### src/rtl/rrf_pkg.sv
package rrf_pkg;

  localparam int unsigned CFG_DATA_W = 32;
  localparam int unsigned CFG_IDX_W  = 3;

  localparam logic [7:0] ALPHA_MAX = 8'hFF;

  typedef enum logic [CFG_IDX_W-1:0] {
    CFG_LEFT       = 3'd0,
    CFG_TOP        = 3'd1,
    CFG_WIDTH      = 3'd2,
    CFG_HEIGHT     = 3'd3,
    CFG_RADIUS     = 3'd4,
    CFG_COLOR      = 3'd5,
    CFG_SRC_ALPHA  = 3'd6,
    CFG_DST_ALPHA  = 3'd7
  } cfg_idx_e;

  typedef struct packed {
    logic [7:0] alpha;
    logic [7:0] blue;
    logic [7:0] green;
    logic [7:0] red;
  } rgba_t;

  // floor(x / 255) for x up to 255 * 255
  function automatic logic [7:0] div255(input logic [15:0] x);
    logic [15:0] t;
    t = x + {8'd0, x[15:8]} + 16'd1;
    return t[15:8];
  endfunction

endpackage

### src/rtl/rrf_in_if.sv
interface rrf_in_if #(
  parameter int unsigned COORD_BITS = 12
);
  logic                  valid;
  logic                  ready;
  logic [COORD_BITS-1:0] pix_x;
  logic [COORD_BITS-1:0] pix_y;
  logic [7:0]            dst_red;
  logic [7:0]            dst_green;
  logic [7:0]            dst_blue;
  logic [7:0]            dst_alpha;
  logic [2:0]            row_filter;

  modport source (
    output valid, pix_x, pix_y, dst_red, dst_green, dst_blue, dst_alpha, row_filter,
    input  ready
  );

  modport sink (
    input  valid, pix_x, pix_y, dst_red, dst_green, dst_blue, dst_alpha, row_filter,
    output ready
  );
endinterface

### src/rtl/rrf_out_if.sv
interface rrf_out_if;
  logic       valid;
  logic       ready;
  logic       covered;
  logic       written;
  logic [7:0] out_red;
  logic [7:0] out_green;
  logic [7:0] out_blue;
  logic [7:0] out_alpha;

  modport source (
    output valid, covered, written, out_red, out_green, out_blue, out_alpha,
    input  ready
  );

  modport sink (
    input  valid, covered, written, out_red, out_green, out_blue, out_alpha,
    output ready
  );
endinterface

### src/rtl/rrf_cover.sv
module rrf_cover #(
  parameter int unsigned COORD_BITS = 12
) (
  input  logic                  clk_i,
  input  logic                  en_i,
  input  logic [COORD_BITS-1:0] pix_x_i,
  input  logic [COORD_BITS-1:0] pix_y_i,
  input  logic [COORD_BITS-1:0] left_i,
  input  logic [COORD_BITS-1:0] top_i,
  input  logic [COORD_BITS-1:0] width_i,
  input  logic [COORD_BITS-1:0] height_i,
  input  logic [COORD_BITS-2:0] radius_i,
  output logic                  covered_o
);

  localparam int unsigned CW = COORD_BITS;
  localparam int unsigned RW = COORD_BITS - 1;
  localparam int unsigned SW = 2 * RW;

  logic [RW-1:0] r_min;
  logic [RW-1:0] half_w;
  logic [RW-1:0] half_h;
  logic [CW-1:0] r_ext;

  always_comb begin
    half_w = width_i[CW-1:1];
    half_h = height_i[CW-1:1];
    r_min  = radius_i;
    if (r_min > half_w) begin
      r_min = half_w;
    end
    if (r_min > half_h) begin
      r_min = half_h;
    end
    r_ext = {1'b0, r_min};
  end

  // offsets from the rectangle corner and the bounding box test
  logic [CW-1:0] dx_d, dy_d;
  logic [CW-1:0] dx_q, dy_q;
  logic          inr_d, inr1_q;

  always_comb begin
    dx_d  = pix_x_i - left_i;
    dy_d  = pix_y_i - top_i;
    inr_d = (pix_x_i >= left_i) && (pix_y_i >= top_i) && (dx_d < width_i) &&
            (dy_d < height_i);
  end

  always_ff @(posedge clk_i) begin
    if (en_i) begin
      dx_q   <= dx_d;
      dy_q   <= dy_d;
      inr1_q <= inr_d;
    end
  end

  // pick the corner and form the offsets from its disc center
  logic [CW-1:0] w_r, h_r;
  logic          lo_x, hi_x, lo_y, hi_y;
  logic [CW-1:0] a_full, b_full;
  logic [RW-1:0] a_q, b_q;
  logic          corner_q, inr2_q, sharp2_q;

  always_comb begin
    w_r    = width_i - r_ext;
    h_r    = height_i - r_ext;
    lo_x   = dx_q < r_ext;
    hi_x   = dx_q >= w_r;
    lo_y   = dy_q < r_ext;
    hi_y   = dy_q >= h_r;
    a_full = lo_x ? (r_ext - dx_q) : (dx_q - w_r);
    b_full = lo_y ? (r_ext - dy_q) : (dy_q - h_r);
  end

  always_ff @(posedge clk_i) begin
    if (en_i) begin
      a_q      <= a_full[RW-1:0];
      b_q      <= b_full[RW-1:0];
      corner_q <= (lo_x || hi_x) && (lo_y || hi_y);
      inr2_q   <= inr1_q;
      sharp2_q <= (r_min == '0);
    end
  end

  logic [SW-1:0] aa_q, bb_q, rr_q;
  logic          corner3_q, inr3_q, sharp3_q;

  always_ff @(posedge clk_i) begin
    if (en_i) begin
      aa_q      <= SW'(a_q) * SW'(a_q);
      bb_q      <= SW'(b_q) * SW'(b_q);
      rr_q      <= SW'(r_min) * SW'(r_min);
      corner3_q <= corner_q;
      inr3_q    <= inr2_q;
      sharp3_q  <= sharp2_q;
    end
  end

  logic [SW:0] dist_sq;

  always_comb begin
    dist_sq   = {1'b0, aa_q} + {1'b0, bb_q};
    covered_o = inr3_q && (sharp3_q || !corner3_q || (dist_sq <= {1'b0, rr_q}));
  end

endmodule

### src/rtl/rrf_blend.sv
module rrf_blend
  import rrf_pkg::*;
(
  input  logic  clk_i,
  input  logic  en_i,
  input  rgba_t dst_i,
  input  rgba_t src_i,
  output rgba_t blend_o
);

  logic [7:0]  na;
  logic [15:0] pd_q [3];
  logic [15:0] ps_q [3];
  logic [7:0]  dst_c [3];
  logic [7:0]  src_c [3];
  logic [8:0]  sum [3];

  always_comb begin
    na       = ALPHA_MAX - src_i.alpha;
    dst_c[0] = dst_i.red;
    dst_c[1] = dst_i.green;
    dst_c[2] = dst_i.blue;
    src_c[0] = src_i.red;
    src_c[1] = src_i.green;
    src_c[2] = src_i.blue;
  end

  always_ff @(posedge clk_i) begin
    if (en_i) begin
      for (int i = 0; i < 3; i++) begin
        pd_q[i] <= 16'(dst_c[i]) * 16'(na);
        ps_q[i] <= 16'(src_c[i]) * 16'(src_i.alpha);
      end
    end
  end

  always_comb begin
    for (int i = 0; i < 3; i++) begin
      sum[i] = {1'b0, div255(pd_q[i])} + {1'b0, div255(ps_q[i])};
    end
  end

  // alpha of the blend is never used
  always_ff @(posedge clk_i) begin
    if (en_i) begin
      blend_o <= {ALPHA_MAX, sum[2][7:0], sum[1][7:0], sum[0][7:0]};
    end
  end

endmodule

### src/rtl/rounded_rect_fill_blend_unit.sv
// Throughput: one pixel per cycle; the four-stage pipeline stalls as a whole
// while the output word waits, and the input is ready whenever the output
// register is empty or being taken.
// Reset: asynchronous, active low; clears all valid bits and loads the
// register defaults (dst_alpha = 1, all others 0).
module rounded_rect_fill_blend_unit
  import rrf_pkg::*;
#(
  parameter int unsigned COORD_BITS = 12
) (
  input  logic                  clk_i,
  input  logic                  rst_ni,
  input  logic                  cfg_we_i,
  input  logic [CFG_IDX_W-1:0]  cfg_idx_i,
  input  logic [CFG_DATA_W-1:0] cfg_data_i,
  rrf_in_if.sink                in_if,
  rrf_out_if.source             out_if
);

  logic [COORD_BITS-1:0] left_q, top_q, width_q, height_q;
  logic [COORD_BITS-2:0] radius_q;
  rgba_t                 color_q;
  logic                  src_alpha_q, dst_alpha_q;

  always_ff @(posedge clk_i or negedge rst_ni) begin
    if (!rst_ni) begin
      left_q      <= '0;
      top_q       <= '0;
      width_q     <= '0;
      height_q    <= '0;
      radius_q    <= '0;
      color_q     <= '0;
      src_alpha_q <= 1'b0;
      dst_alpha_q <= 1'b1;
    end else if (cfg_we_i) begin
      unique case (cfg_idx_e'(cfg_idx_i))
        CFG_LEFT:      left_q      <= cfg_data_i[COORD_BITS-1:0];
        CFG_TOP:       top_q       <= cfg_data_i[COORD_BITS-1:0];
        CFG_WIDTH:     width_q     <= cfg_data_i[COORD_BITS-1:0];
        CFG_HEIGHT:    height_q    <= cfg_data_i[COORD_BITS-1:0];
        CFG_RADIUS:    radius_q    <= cfg_data_i[COORD_BITS-2:0];
        CFG_COLOR:     color_q     <= cfg_data_i[31:0];
        CFG_SRC_ALPHA: src_alpha_q <= cfg_data_i[0];
        CFG_DST_ALPHA: dst_alpha_q <= cfg_data_i[0];
        default: ;
      endcase
    end
  end

  logic en;
  logic v1_q, v2_q, v3_q, out_v_q;

  // advance every stage together unless the output word is stuck
  assign en          = !out_v_q || out_if.ready;
  assign in_if.ready = en;

  always_ff @(posedge clk_i or negedge rst_ni) begin
    if (!rst_ni) begin
      v1_q    <= 1'b0;
      v2_q    <= 1'b0;
      v3_q    <= 1'b0;
      out_v_q <= 1'b0;
    end else if (en) begin
      v1_q    <= in_if.valid;
      v2_q    <= v1_q;
      v3_q    <= v2_q;
      out_v_q <= v3_q;
    end
  end

  rgba_t      dst_in;
  rgba_t      dst1_q, dst2_q, dst3_q;
  logic [2:0] filt1_q, filt2_q, filt3_q;
  rgba_t      blend;
  rgba_t      blend3_q;
  logic       covered;

  assign dst_in = {in_if.dst_alpha, in_if.dst_blue, in_if.dst_green, in_if.dst_red};

  always_ff @(posedge clk_i) begin
    if (en) begin
      dst1_q   <= dst_in;
      dst2_q   <= dst1_q;
      dst3_q   <= dst2_q;
      filt1_q  <= in_if.row_filter;
      filt2_q  <= filt1_q;
      filt3_q  <= filt2_q;
      blend3_q <= blend;
    end
  end

  rrf_cover #(
    .COORD_BITS(COORD_BITS)
  ) u_rrf_cover (
    .clk_i     (clk_i),
    .en_i      (en),
    .pix_x_i   (in_if.pix_x),
    .pix_y_i   (in_if.pix_y),
    .left_i    (left_q),
    .top_i     (top_q),
    .width_i   (width_q),
    .height_i  (height_q),
    .radius_i  (radius_q),
    .covered_o (covered)
  );

  rrf_blend u_rrf_blend (
    .clk_i   (clk_i),
    .en_i    (en),
    .dst_i   (dst_in),
    .src_i   (color_q),
    .blend_o (blend)
  );

  logic  wr;
  rgba_t res_d;
  rgba_t res_q;
  logic  cov_q, wr_q;

  always_comb begin
    wr    = covered && (filt3_q == 3'd0);
    res_d = dst3_q;
    if (wr) begin
      if (dst_alpha_q && src_alpha_q) begin
        res_d = {dst3_q.alpha, blend3_q.blue, blend3_q.green, blend3_q.red};
      end else if (dst_alpha_q) begin
        res_d = {ALPHA_MAX, color_q.blue, color_q.green, color_q.red};
      end else begin
        res_d = {dst3_q.alpha, color_q.blue, color_q.green, color_q.red};
      end
    end
  end

  always_ff @(posedge clk_i) begin
    if (en) begin
      cov_q <= covered;
      wr_q  <= wr;
      res_q <= res_d;
    end
  end

  assign out_if.valid     = out_v_q;
  assign out_if.covered   = cov_q;
  assign out_if.written   = wr_q;
  assign out_if.out_red   = res_q.red;
  assign out_if.out_green = res_q.green;
  assign out_if.out_blue  = res_q.blue;
  assign out_if.out_alpha = res_q.alpha;

endmodule

### src/flat_wrapper.sv
// flat-port wrapper written by rule: the top's interface ports become plain ports
module rounded_rect_fill_blend_unit_flat import rrf_pkg::*;
#(
  parameter int unsigned COORD_BITS = 12
)
  (clk_i, rst_ni, cfg_we_i, cfg_idx_i, cfg_data_i, in_if_valid, in_if_pix_x, in_if_pix_y, in_if_dst_red, in_if_dst_green, in_if_dst_blue, in_if_dst_alpha, in_if_row_filter, in_if_ready, out_if_valid, out_if_covered, out_if_written, out_if_out_red, out_if_out_green, out_if_out_blue, out_if_out_alpha, out_if_ready);
  rrf_in_if #(.COORD_BITS(COORD_BITS)) in_if_i ();
  rrf_out_if out_if_i ();
  input  logic clk_i;
  input  logic rst_ni;
  input  logic cfg_we_i;
  input  logic [CFG_IDX_W-1:0] cfg_idx_i;
  input  logic [CFG_DATA_W-1:0] cfg_data_i;
  input wire logic [$bits(in_if_i.valid)-1:0] in_if_valid;
  input wire logic [$bits(in_if_i.pix_x)-1:0] in_if_pix_x;
  input wire logic [$bits(in_if_i.pix_y)-1:0] in_if_pix_y;
  input wire logic [$bits(in_if_i.dst_red)-1:0] in_if_dst_red;
  input wire logic [$bits(in_if_i.dst_green)-1:0] in_if_dst_green;
  input wire logic [$bits(in_if_i.dst_blue)-1:0] in_if_dst_blue;
  input wire logic [$bits(in_if_i.dst_alpha)-1:0] in_if_dst_alpha;
  input wire logic [$bits(in_if_i.row_filter)-1:0] in_if_row_filter;
  output wire logic [$bits(in_if_i.ready)-1:0] in_if_ready;
  output wire logic [$bits(out_if_i.valid)-1:0] out_if_valid;
  output wire logic [$bits(out_if_i.covered)-1:0] out_if_covered;
  output wire logic [$bits(out_if_i.written)-1:0] out_if_written;
  output wire logic [$bits(out_if_i.out_red)-1:0] out_if_out_red;
  output wire logic [$bits(out_if_i.out_green)-1:0] out_if_out_green;
  output wire logic [$bits(out_if_i.out_blue)-1:0] out_if_out_blue;
  output wire logic [$bits(out_if_i.out_alpha)-1:0] out_if_out_alpha;
  input wire logic [$bits(out_if_i.ready)-1:0] out_if_ready;
  assign in_if_i.valid = in_if_valid;
  assign in_if_i.pix_x = in_if_pix_x;
  assign in_if_i.pix_y = in_if_pix_y;
  assign in_if_i.dst_red = in_if_dst_red;
  assign in_if_i.dst_green = in_if_dst_green;
  assign in_if_i.dst_blue = in_if_dst_blue;
  assign in_if_i.dst_alpha = in_if_dst_alpha;
  assign in_if_i.row_filter = in_if_row_filter;
  assign in_if_ready = in_if_i.ready;
  assign out_if_valid = out_if_i.valid;
  assign out_if_covered = out_if_i.covered;
  assign out_if_written = out_if_i.written;
  assign out_if_out_red = out_if_i.out_red;
  assign out_if_out_green = out_if_i.out_green;
  assign out_if_out_blue = out_if_i.out_blue;
  assign out_if_out_alpha = out_if_i.out_alpha;
  assign out_if_i.ready = out_if_ready;
  rounded_rect_fill_blend_unit #(.COORD_BITS(COORD_BITS)) u_core (.clk_i(clk_i), .rst_ni(rst_ni), .cfg_we_i(cfg_we_i), .cfg_idx_i(cfg_idx_i), .cfg_data_i(cfg_data_i), .in_if(in_if_i), .out_if(out_if_i));
endmodule
### config.mk
export PLATFORM = sky130hd
export DESIGN_NAME = rounded_rect_fill_blend_unit_flat
export DESIGN_NICKNAME = d
export VERILOG_FILES = /design/src/rtl/rrf_pkg.sv /design/src/rtl/rrf_in_if.sv /design/src/rtl/rrf_out_if.sv /design/src/rtl/rrf_cover.sv /design/src/rtl/rrf_blend.sv /design/src/rtl/rounded_rect_fill_blend_unit.sv /design/src/flat_wrapper.sv
export SDC_FILE = /design/constraint.sdc
export NUM_CORES = 2
export LEC_CHECK = 0
export BUFFER_PORTS_ARGS = -buffer_cell sky130_fd_sc_hd__buf_4
export CAP_MARGIN = 30
export CORE_UTILIZATION = 55
export CTS_CLUSTER_SIZE = 20
export DETAILED_ROUTE_END_ITERATION = 8
export GPL_TIMING_DRIVEN = 1
export PLACE_DENSITY_LB_ADDON = 0.25
export SLEW_MARGIN = 20
export SYNTH_ARGS = -nofsm -noshare
export SYNTH_HDL_FRONTEND = slang
export SYNTH_SLANG_ARGS = --single-unit
export TNS_END_PERCENT = 30
### constraint.sdc
create_clock -name clk_i -period 34.4 [get_ports clk_i]
set_clock_uncertainty 0.1 [all_clocks]
set_input_delay 5.16 -clock clk_i [delete_from_list [all_inputs] [get_ports clk_i]]
set_output_delay 5.16 -clock clk_i [all_outputs]
set_load 0.01 [all_outputs]
## After elaboration in Yosys (flattened, before gate mapping)

Memory sizes are Yosys's and may differ from the RTL's.
Cells that the tools add are included.

| word-level totals | value |
|---|---|
| register bits | 403 |
| RAM bits | 96 |
| bits of input ports | 99 |
| output and inout port bits | 36 |
| logic and storage cells | 144 |
| memories kept | 2 |

| cells by class | value |
|---|---|
| add/subtract/negate cells | 25 |
| multiply operators | 9 |
| $lt $le $gt $ge | 11 |
| equality and inequality tests | 7 |
| multiplexer cells | 9 |
| reductions and logical operators | 25 |

Memory list:

| name | depth | bits a word | rd ports | clocked after Yosys merged registers in | write ports | RTL line | text |
|---|---|---|---|---|---|---|---|
| u_core.u_rrf_blend.pd_q | 3 | 16 | 3 | 0 | 3 | rrf_blend.sv:12 | `logic [15:0] pd_q [3];` |
| u_core.u_rrf_blend.ps_q | 3 | 16 | 3 | 0 | 3 | rrf_blend.sv:13 | `logic [15:0] ps_q [3];` |

Operators with widths:

| kind | count |
|---|---|
| adder 16 x 1 -> 16 bit, second input constant | 6 |
| adder 16 x 8 -> 16 bit | 6 |
| multiplier 8 x 8 -> 16 bit | 6 |
| 2-to-1 mux 32 bit | 3 |
| multiplier 11 x 11 -> 22 bit | 3 |
| >= comparator 12 bit | 4 |
| 2-to-1 mux 11 bit | 4 |
| subtractor 11 bit | 4 |
| adder 8 bit | 3 |
| < comparator 12 x 11 -> 1 bit | 2 |
| < comparator 12 bit | 2 |
| subtractor 12 x 11 -> 12 bit | 2 |
| subtractor 12 bit | 2 |
| adder 22 x 22 -> 23 bit | 1 |
| less-or-equal comparator 23 x 22 -> 1 bit | 1 |
| greater-than comparator 11 bit | 2 |
| AND reduction 2 bit | 8 |
| equality test 3 bit, second input constant | 4 |
| zero test 11 bit | 1 |
| subtractor 8 bit, first input constant | 1 |
| logical AND 1 bit | 7 |
| equality test 3 x 2 -> 1 bit, second input constant | 2 |
| zero test 3 bit | 2 |
| logical OR 1 bit | 5 |
| other kinds (3) | 5 |

## Logic depth before layout (Yosys ltp)

| depth | value |
|---|---|
| depth in word-level cells | 8 |
| depth in mapped cells | 36 |
| mapped depth without buffers | 34 |

## By module

A second synthesis with hierarchy kept.

| second synthesis, totals | value |
|---|---|
| cell total of the unflattened synthesis | 4638 |
| area, all modules | 48480.2 sq um |

Modules (own cells, without submodules):

| module | times used | cells an instance | area an instance (sq um) | seq. area each (sq um) |
|---|---|---|---|---|
| rrf_cover | 1 | 2267 | 20579.7 | 3483.3 |
| rrf_blend | 1 | 1904 | 18790.5 | 3603.5 |
| rounded_rect_fill_blend_unit | 1 | 467 | 9110.0 | 7323.3 |

## Worst setup path after synthesis

OpenSTA, ideal clock, no wires.

| timing | value |
|---|---|
| path type | input-to-output |
| from | input out_if_ready |
| to | output in_if_ready |
| arrival | 14.835 ns |
| data required time | 29.140 ns |
| setup slack | 14.305 ns |
| cell stages on the path | 1 |
| buffers on the path | 0 |
| cells stage by stage | nand2b_1 |

| between the ends | value |
|---|---|
| word-level cells in the longest chain between the ends | 1 |

RTL lines:

| item | RTL line | text |
|---|---|---|
| start: declaration | flat_wrapper.sv:30 | `input wire logic [$bits(out_if_i.ready)-1:0] out_if_ready;` |
| logical OR 1 bit | rounded_rect_fill_blend_unit.sv:54 | `assign en = !out_v_q \|\| out_if.ready;` |
| end: declaration | flat_wrapper.sv:22 | `output wire logic [$bits(in_if_i.ready)-1:0] in_if_ready;` |

Every way passes these cells.

## Worst setup path after layout

Ends and elaborated chain as after synthesis.

==> results.json <==
{
  "nFillCells": 7168,
  "die_w_um": 297,
  "cts_num_sinks": 496,
  "post-cts-setup-buffer-count": 0,
  "cpMostUsedCell": "buf_4",
  "grt_usage_pct": 24.1,
  "synth_area_um2": 47800,
  "gp_congestion": 0.899,
  "synth-edff-count": 399,
  "start_util_pct": 55.8,
  "start_kind": "input port",
  "crit_slowest_cell": "nand2b_4",
  "grt_max_degree": 73,
  "yosys.area_share.adder_pct": 33.9,
  "gr-total-overflow": 0,
  "tightest_slew_ns": 0.994,
  "yosys.area_share.simple_pct": 12.6,
  "clkTransAtPathRegs_ns": 0.06,
  "async_flop_share_pct": 19.6,
  "grt_pass1_vias": 33100,
  "vias": 32000,
  "regArea_um2": 14400,
  "syn_area_per_cell_um2": 10.5,
  "cts_tree": "yes",
  "drive_gt1_share_pct": 8.78,
  "synth_top_family_by_area": "adder cells",
  "ctsHoldBuffers": 0,
  "finalCriticalPeriod_ns": 11.22,
  "rsz0062_at_grt": "no",
  "ant_nets": 0,
  "drt-total-wl_um": 104000,
  "cts_buffers": 56,
  "synth.largest_area_cell": "edfxtp_1",
  "met1_length_um": 44800,
  "post_synth_mux_area_share_pct": 3.58,
  "ys_seq_area_share_pct": 30.1,
  "cts-resized-gates": 0,
  "arrival_ns": 5.96,
  "synthTopCellsByArea": "edfxtp_1 25%, fa_1 17%, ha_1 17%",
  "core_area_um2": 85700,
  "crit_required_ns": 29.14,
  "drt_pass1_iterations": 5,
  "dieHeight_um": 297,
  "path_max_fanout": 31,
  "drc": 0,
  "post-route-period-util_pct": 32.6,
  "layout-area-overhead-vs-synth_pct": 8.57,
  "highest-signal-layer": "met5",
  "multi_input_area_um2": 30200,
  "synth_most_common_cell": "inv_1",
  "critPathCaptureType": "output pin",
  "fmax_ghz": 0.0892,
  "slew_headroom_pct": 33.7,
  "fin_nets": 5813,
  "vias_per_cell": 5.46,
  "worstPathCellList": "buf_4, nand2b_4, buf_4",
  "io_pins": 135,
  "antenna_found_initial": 9,
  "io_buffers": 134,
  "synth-seq-cells": 496,
  "worstSetupPathType": "in -> out",
  "grt_pass1_wl_um": 171000,
  "setup.reg_to_reg.worst_slack_ns": 24.54,
  "h-tree-depth": 2,
  "slowest_delay_ns": 0.38,
  "cts-root-buf": "clkbuf_16",
  "cap_viol_max_count": 0,
  "ys_warn_count": 0,
  "tns_ns": 0,
  "met2_length_um": 51000,
  "drt_iter0_markers": 1780,
  "setup_violations": 0,
  "status": "finished, final reports clean",
  "wl_met3_um": 5010,
  "synth_top_area_share_pct": 25.0,
  "fp.dieArea_um2": 88200,
  "synth_ff_type": "edfxtp_1",
  "clock_latency_ns": 0.68,
  "hp-class": "reg -> reg",
  "final_max_slew_viol_count": 0,
  "synth_commonest_cells": "737 x inv_1, 631 x ha_1, 416 x fa_1",
  "dp_hpwl_um": 80400,
  "synth_fp_nets": 5711,
  "synth_compound_area_share_pct": 7.90,
  "netlist_instances": 4565,
  "wl_per_cell_um": 17.7,
  "hold_viol_final": 0,
  "ys_types": 84,
  "clk_path_buf_depth": 3,
  "synthXorXnorAreaFrac_pct": 5.07,
  "std_cell_rows": 107
}
-- final timing paths --
path / startpoint / end / depth (start not counted)
worst max register to register: u_core.width_q[8] / u_core.u_rrf_cover.rr_q[21] / 34
worst min register to register: u_core.dst2_q[14] / u_core.dst3_q[14] / 0
worst min-delay path: u_core.dst2_q[14] / u_core.dst3_q[14] / 0
min in group asynchronous: rst_ni / u_core.color_q[24] / 1
max in group asynchronous: rst_ni / u_core.color_q[13] / 2
worst max-delay path: out_if_ready / in_if_ready / 3
-- flip-flops by register name, indices dropped and copies added (netlist names), 24 cells and up --
register                    flops
u_core.u_rrf_blend.ps_q        48
u_core.u_rrf_blend.blend_o     24
u_core.dst3_q                  32
u_core.blend3_q                24
u_core.dst2_q                  32
u_core.u_rrf_blend.pd_q        48
u_core.dst1_q                  32
u_core.color_q                 32
-- layout by cell type, fill, tap and decap left out, drive strengths merged, types with 26 or more instances in the layout --
master / instances
nor3: 52
nand4: 26
a21oi: 157
o21a: 46
dfrtp: 96
nand3: 58
and3: 27
nor2b: 156
and2: 182
o21ai: 141
buf: 163
clkbuf: 73
nor2: 161
nand2b: 116
fa: 416
inv: 740
a21o: 59
mux2: 132
or3: 26
edfxtp: 399
xnor2: 209
xor2: 60
nand2: 303
ha: 631
-- area by class of cell --
class | count | share of cell area [%]
diodes | 2 | 0.00964
clock buffers | 73 | 2.82
clock inverters | 33 | 0.824
inverters | 739 | 5.34
multi-input cells | 3211 | 58.1
flip-flops and latches | 496 | 27.7
well taps | 1144 | 2.76
repair buffers | 163 | 2.36
-- cells by family after synthesis --
group | Yosys count
compound gates | 578
flops | 496
buf+inv | 858
xor+xnor | 272
fa+ha+maj | 1047
mux | 153
simple gates | 1161
-- metal layers --
| metal | vias to the layer above | global-route usage (%) |
|---|---|---|
| li1 | 15400 | - |
| met1 | 15800 | 31.5 |
| met2 | 629 | 41.9 |
| met3 | 170 | 3.36 |
| met4 | 16 | 6.15 |
| met5 | - | 0 |
-- metrics by stage --
step           hold slack, ns  util [%]  instances  setup slack, ns  area (um2)
2_1_floorplan           0.300         -       4565            14.30       47800
3_3_place_gp            0.300      58.4       5751            23.16       50000
3_5_place_dp            0.305      58.4       5752            23.16       50000
4_1_cts                 0.315      60.6       5858            23.16       51900
5_1_grt                 0.320      60.6       5859            23.14       51900
6_report                0.314      60.6       5861            23.18       51900
-- critical path: cells and delay by family --
family | cells | cell delay [ns]
buffers and inverters | 2 | 0.39
AND/OR/NAND/NOR | 1 | 0.38
Power is left out: the tool's default activity adds up to more than one toggle a clock period on the data nets, which glitch-free logic cannot reach.
